[src/design/fbc_pkg.sv]
// shared types and constants for the frustum box cull block
package fbc_pkg;

	// plane register layout: a, b, c in Q1.14 and d in scene units, 16 bits each
	localparam int PLANE_BITS     = 64;
	localparam int COEF_BITS      = 16;
	localparam int A_LSB          = 48;
	localparam int B_LSB          = 32;
	localparam int C_LSB          = 16;
	localparam int D_LSB          = 0;
	localparam int FRAC_BITS      = 14;

	// register index port covers up to eight planes
	localparam int CFG_INDEX_BITS = 3;

	// control that travels with a request down the chain
	typedef struct packed {
		logic valid;
		logic culled;
	} chain_ctl_t;

endpackage

[src/design/fbc_cell.sv]
// one plane test cell: holds a plane and folds its verdict into the passing request
module fbc_cell #(
	parameter int COORD_BITS = 16
) (
	input  logic                             clk,
	input  logic                             arst_n,
	input  logic                             adv,
	input  logic                             plane_we,
	input  logic [fbc_pkg::PLANE_BITS-1:0]   plane_data,
	input  fbc_pkg::chain_ctl_t              ctl_in,
	input  logic [6*COORD_BITS-1:0]          box_in,
	output fbc_pkg::chain_ctl_t              ctl_out,
	output logic [6*COORD_BITS-1:0]          box_out
);

	localparam int PROD_W = COORD_BITS + fbc_pkg::COEF_BITS;
	localparam int DSC_W  = fbc_pkg::COEF_BITS + fbc_pkg::FRAC_BITS;
	localparam int SUM_W  = ((PROD_W > DSC_W) ? PROD_W : DSC_W) + 2;

	logic [fbc_pkg::PLANE_BITS-1:0] plane_q;

	logic signed [fbc_pkg::COEF_BITS-1:0] a_c, b_c, c_c, d_c;
	logic signed [COORD_BITS-1:0] lo_x, lo_y, lo_z, hi_x, hi_y, hi_z;
	logic signed [COORD_BITS-1:0] sel_x, sel_y, sel_z;
	logic signed [PROD_W-1:0] prod_x, prod_y, prod_z;
	logic signed [PROD_W-1:0] prod_x_s1, prod_y_s1, prod_z_s1;
	logic signed [SUM_W-1:0] sum;
	logic outside;

	fbc_pkg::chain_ctl_t ctl_s1, ctl_s2;
	logic [6*COORD_BITS-1:0] box_s1, box_s2;

	// plane register
	always_ff @(posedge clk or negedge arst_n) begin
		if (!arst_n) begin
			plane_q <= '0;
		end else if (plane_we) begin
			plane_q <= plane_data;
		end
	end

	assign a_c = plane_q[fbc_pkg::A_LSB +: fbc_pkg::COEF_BITS];
	assign b_c = plane_q[fbc_pkg::B_LSB +: fbc_pkg::COEF_BITS];
	assign c_c = plane_q[fbc_pkg::C_LSB +: fbc_pkg::COEF_BITS];
	assign d_c = plane_q[fbc_pkg::D_LSB +: fbc_pkg::COEF_BITS];

	assign lo_x = box_in[0*COORD_BITS +: COORD_BITS];
	assign lo_y = box_in[1*COORD_BITS +: COORD_BITS];
	assign lo_z = box_in[2*COORD_BITS +: COORD_BITS];
	assign hi_x = box_in[3*COORD_BITS +: COORD_BITS];
	assign hi_y = box_in[4*COORD_BITS +: COORD_BITS];
	assign hi_z = box_in[5*COORD_BITS +: COORD_BITS];

	// nearest corner per axis: smaller coordinate for a non-negative coefficient,
	// larger one otherwise; the minimum over all eight corners is separable
	always_comb begin
		if (a_c[fbc_pkg::COEF_BITS-1]) begin
			sel_x = (lo_x <= hi_x) ? hi_x : lo_x;
		end else begin
			sel_x = (lo_x <= hi_x) ? lo_x : hi_x;
		end
		if (b_c[fbc_pkg::COEF_BITS-1]) begin
			sel_y = (lo_y <= hi_y) ? hi_y : lo_y;
		end else begin
			sel_y = (lo_y <= hi_y) ? lo_y : hi_y;
		end
		if (c_c[fbc_pkg::COEF_BITS-1]) begin
			sel_z = (lo_z <= hi_z) ? hi_z : lo_z;
		end else begin
			sel_z = (lo_z <= hi_z) ? lo_z : hi_z;
		end
	end

	assign prod_x = PROD_W'(a_c) * PROD_W'(sel_x);
	assign prod_y = PROD_W'(b_c) * PROD_W'(sel_y);
	assign prod_z = PROD_W'(c_c) * PROD_W'(sel_z);

	// first stage: products of the nearest corner
	always_ff @(posedge clk or negedge arst_n) begin
		if (!arst_n) begin
			ctl_s1 <= '0;
		end else if (adv) begin
			ctl_s1 <= ctl_in;
		end
	end

	always_ff @(posedge clk) begin
		if (adv) begin
			prod_x_s1 <= prod_x;
			prod_y_s1 <= prod_y;
			prod_z_s1 <= prod_z;
			box_s1    <= box_in;
		end
	end

	// exact plane value at the nearest corner, outside when strictly positive
	assign sum = SUM_W'(prod_x_s1) + SUM_W'(prod_y_s1) + SUM_W'(prod_z_s1)
		+ (SUM_W'(d_c) <<< fbc_pkg::FRAC_BITS);
	assign outside = !sum[SUM_W-1] && (sum != '0);

	// second stage: fold verdict into the request
	always_ff @(posedge clk or negedge arst_n) begin
		if (!arst_n) begin
			ctl_s2 <= '0;
		end else if (adv) begin
			ctl_s2.valid  <= ctl_s1.valid;
			ctl_s2.culled <= ctl_s1.culled | outside;
		end
	end

	always_ff @(posedge clk) begin
		if (adv) begin
			box_s2 <= box_s1;
		end
	end

	assign ctl_out = ctl_s2;
	assign box_out = box_s2;

`ifndef SYNTH
	// a culled request stays culled through the cell
	a_keep_culled_s1: assert property (@(posedge clk) disable iff (!arst_n)
		adv && ctl_in.valid && ctl_in.culled |=> ctl_s1.culled)
		else $error("culled flag lost entering cell");

	a_keep_culled_s2: assert property (@(posedge clk) disable iff (!arst_n)
		adv && ctl_s1.valid && ctl_s1.culled |=> ctl_s2.culled)
		else $error("culled flag lost leaving cell");

	// a frozen chain holds the cell output
	a_hold_when_frozen: assert property (@(posedge clk) disable iff (!arst_n)
		!adv |=> $stable(ctl_s2))
		else $error("cell output moved while chain frozen");

	// an all-zero plane never culls
	a_zero_plane: assert property (@(posedge clk) disable iff (!arst_n)
		adv && ctl_s1.valid && !ctl_s1.culled && (plane_q == '0) |=> !ctl_s2.culled)
		else $error("zero plane culled a request");
`endif

endmodule

[config.mk]
export PLATFORM = sky130hd
export DESIGN_NAME = fbc_cell
export DESIGN_NICKNAME = d
export VERILOG_FILES = /design/src/design/fbc_pkg.sv /design/src/design/fbc_cell.sv
export SDC_FILE = /design/constraint.sdc
export NUM_CORES = 2
export LEC_CHECK = 0
export BUFFER_PORTS_ARGS = -buffer_cell sky130_fd_sc_hd__buf_2
export CAP_MARGIN = 20
export CORE_ASPECT_RATIO = 0.9
export CORE_MARGIN = 5
export CORE_UTILIZATION = 26
export DETAILED_ROUTE_END_ITERATION = 12
export GPL_ROUTABILITY_DRIVEN = 0
export PLACE_DENSITY = 0.45
export SLEW_MARGIN = 20
export SYNTH_ARGS = -nofsm -noshare
export SYNTH_HDL_FRONTEND = slang
export SYNTH_SLANG_ARGS = --single-unit
[constraint.sdc]
create_clock -name clk -period 7.1 [get_ports clk]
set_input_delay 0.355 -clock clk [delete_from_list [all_inputs] [get_ports clk]]
set_output_delay 0.355 -clock clk [all_outputs]
set_load 0.1 [all_outputs]
==> flow_summary_export.csv <==
group,metric,value,unit
status,status,"finished with violations",
status,violations,"negative setup slack",
synth,syn_inst,6626,
timing,fin_ws,-0.515,ns
timing,worstMarginPinSlew,1.01,ns
critical_path,crit_family,"adder cells",
clock_tree,cts_tree,"yes",
cells_and_area,area_growth,29.1,%
place,post-place-cells,10200,
global_route,grt_max_degree,70,
clock_tree,clk_pin_slew,0.05,ns
critical_path,cp.buffers_inverters,10,
clock_tree,cts_made_buffers,50,
synth,synth_area,0.0584,sq mm
synth,synth_top_family_by_area,"adder cells",
timing,rsz0062_at_grt,"yes",
critical_path,worstSetupPathType,"primary input to flip-flop",
floorplan,dieHeight,459,microns
clock_tree,clock_latency,0.70,ns
critical_path,cp_slowest_cell,"fa_2",
floorplan,start_util,0.261,
drt,dr.pass1.iters,6,
drt,vias,52700,
cells_and_area,instances_no_fill,10500,
timing,min_period,7.61,ns
drt,initialDrtViolationCount,4433,
drt,viasPerCell,5.04,
cells_and_area,n_fill_cell,23100,
global_route,grt_pass1_vias,52900,
synth,synthAdderAreaFrac,0.360,
global_route,grtUsageTotal,0.180,
timing,hold_viol_final,0,
synth,yosys_warnings,0,
synth,synthArstFlopShare,0.191,
clock_tree,cts_root_buffer,"clkbuf_16",
synth,synth_edf_count,288,
critical_path,r2r_setup_slack,0.01,ns
timing,finalSetupViolCount,39,
floorplan,die_area,0.234,sq mm
drt,wl_per_cell,20.5,microns
global_route,antenna_found_initial,3,
critical_path,cp-end-kind,"flip-flop",
drt,antenna_left,0,
synth,synth_top_area_frac,0.287,
floorplan,die_w,509,microns
critical_path,critical_path.most_common_cell,"fa_1",
synth,synth.distinct_cells,90,
synth,synth.top_cells.by_count,"inv_1 (943), fa_1 (838), nand3_1 (771)",
critical_path,worstSetupStartpointType,"primary input",
drt,routed_wl,215,mm
synth,synth-simple-area-share,0.197,
synth,synth_most_common_cell,"inv_1",
floorplan,fp-row-count,165,
cells_and_area,drive_gt1_frac,0.249,
synth,synth-main-ff-cell,"edfxtp_1",
synth,synth_xor_area_frac,0.0179,
cells_and_area,final_area,0.0753,sq mm
synth,synth_compound_area_frac,0.121,
timing,fin_skew,0.0449,ns
synth,muxShareOfSynthArea,0.0225,
place,dpl_cell_area,0.0690,sq mm
clock_tree,htreeDepth,2,
hold_path,worstHoldPathType,"primary input to flip-flop",
critical_path,crit_fanout,6,
synth,seq_area_frac_synth,0.177,
place,port_buffers,263,
cells_and_area,regArea,0.0104,sq mm
critical_path,cp_slowest_stage_delay,0.55,ns
clock_tree,clock_path_buffers,3,
global_route,grt_pass1_wl,330,mm
timing,finalMaxSlewViolations,0,
critical_path,critPathArrivalTime,8.05,ns
synth,synthTopCellsByArea,"fa_1 (29%), edfxtp_1 (15%), ha_1 (7.2%)",
synth,synth_top_area_cell,"fa_1",
timing,fin_crit_sh,1.07,
drt,drcViolationCount,0,
global_route,grt.overflow.total,0,
cells_and_area,final_nets,8761,
place,dpl.hpwl,163,mm
floorplan,fp.coreArea,0.224,sq mm
floorplan,ioPinCount,264,
synth,syn_nets,7968,
timing,max_slew_margin,0.328,
critical_path,cp.required,7.53,ns
timing,fmax,131,MHz
cells_and_area,multi_input_area,0.0445,sq mm
clock_tree,cts_sinks,356,
synth,ys_seq_elements,356,
synth,syn_area_per_cell,8.81,sq um
run,drv_cap,0,
==> state kept, by name, indices dropped and copies added (netlist names) <==
name and flops:
prod_y_s1 32, ctl_out 2, box_out 96, plane_q 64, prod_x_s1 32, prod_z_s1 32
box_s1 96, ctl_s1 2
==> cell usage in the layout, fill, tap and decap left out, types with 65 or more instances in the layout <==
cell type,synthesis,routed
xnor2_1,91,83
buf_12,0,65
inv_1,943,898
buf_2,124,254
dlygate4sd3_1,0,111
a311oi_2,0,101
nor2_1,91,81
o2111ai_1,116,94
dfrtp_1,68,66
nand4_1,125,125
nor2b_1,124,105
and3_1,220,213
ha_1,338,299
fa_1,838,785
and2_1,122,113
mux2_2,82,76
nand2_1,751,745
edfxtp_1,288,288
a21oi_1,333,298
buf_4,15,813
a311oi_1,212,111
nand3_1,771,758
==> final cells by class <==
type                       instances  share of cell area
timing repair buffer            1339               0.152
sequential                       356               0.137
antenna                            2           0.0000664
clock inverter                    30             0.00533
tap                             3006              0.0499
clock buffer                      58              0.0176
inverter                         943              0.0471
multi-input combinational       4729               0.591
==> through the flow <==
stage	TNS [ns]	hold slack [ns]	util	worst slack, ns
6_report	-9.38	0.0746	0.336	-0.515
5_1_grt	-19.29	0.0317	0.336	-0.757
4_1_cts	-8.54	0.000823	0.331	-0.542
3_5_place_dp	-55.29	0.405	0.308	-1.42
3_3_place_gp	-53.57	0.401	0.308	-1.36
2_1_floorplan	-16.58	0.0594	-	-0.864
==> path summary, 6_finish.rpt <==
path | end | start | cells after the start
min reg2reg | box_out[86] | box_s1[86] | 0
max in group asynchronous | plane_q[63] | arst_n | 3
min in group asynchronous | plane_q[16] | arst_n | 2
max | prod_z_s1[28] | box_in[81] | 37
min | box_s1[33] | box_in[33] | 2
max reg2reg | prod_z_s1[28] | plane_q[31] | 25
==> layer usage <==
metal	share of wire	GRT usage
met2	0.45	0.281
met1	0.45	0.259
met3	0.066	0.0225
met4	0.034	0.0587
met5	0	0
==> repair_timing <==
action | 4_1_cts | 5_1_grt
setup buffers | 47 | 39
pin swaps | 118 | 122
setup endpoints to repair | 39 | 59
gates resized for setup | 273 | 194
gates cloned | 24 | 4
hold endpoints to repair | 148 | 0
hold buffers | 111 | 0
==> cells by family after synthesis <==
| family | Yosys count |
|---|---|
| simple gates | 2321 |
| buf+inv | 1542 |
| fa+ha+maj | 1176 |
| compound gates | 997 |
| flops | 356 |
| xor+xnor | 117 |
| mux | 117 |
Power is not shown: default switching activity piles up to over one toggle a cycle in this logic, so the estimate is an artifact.
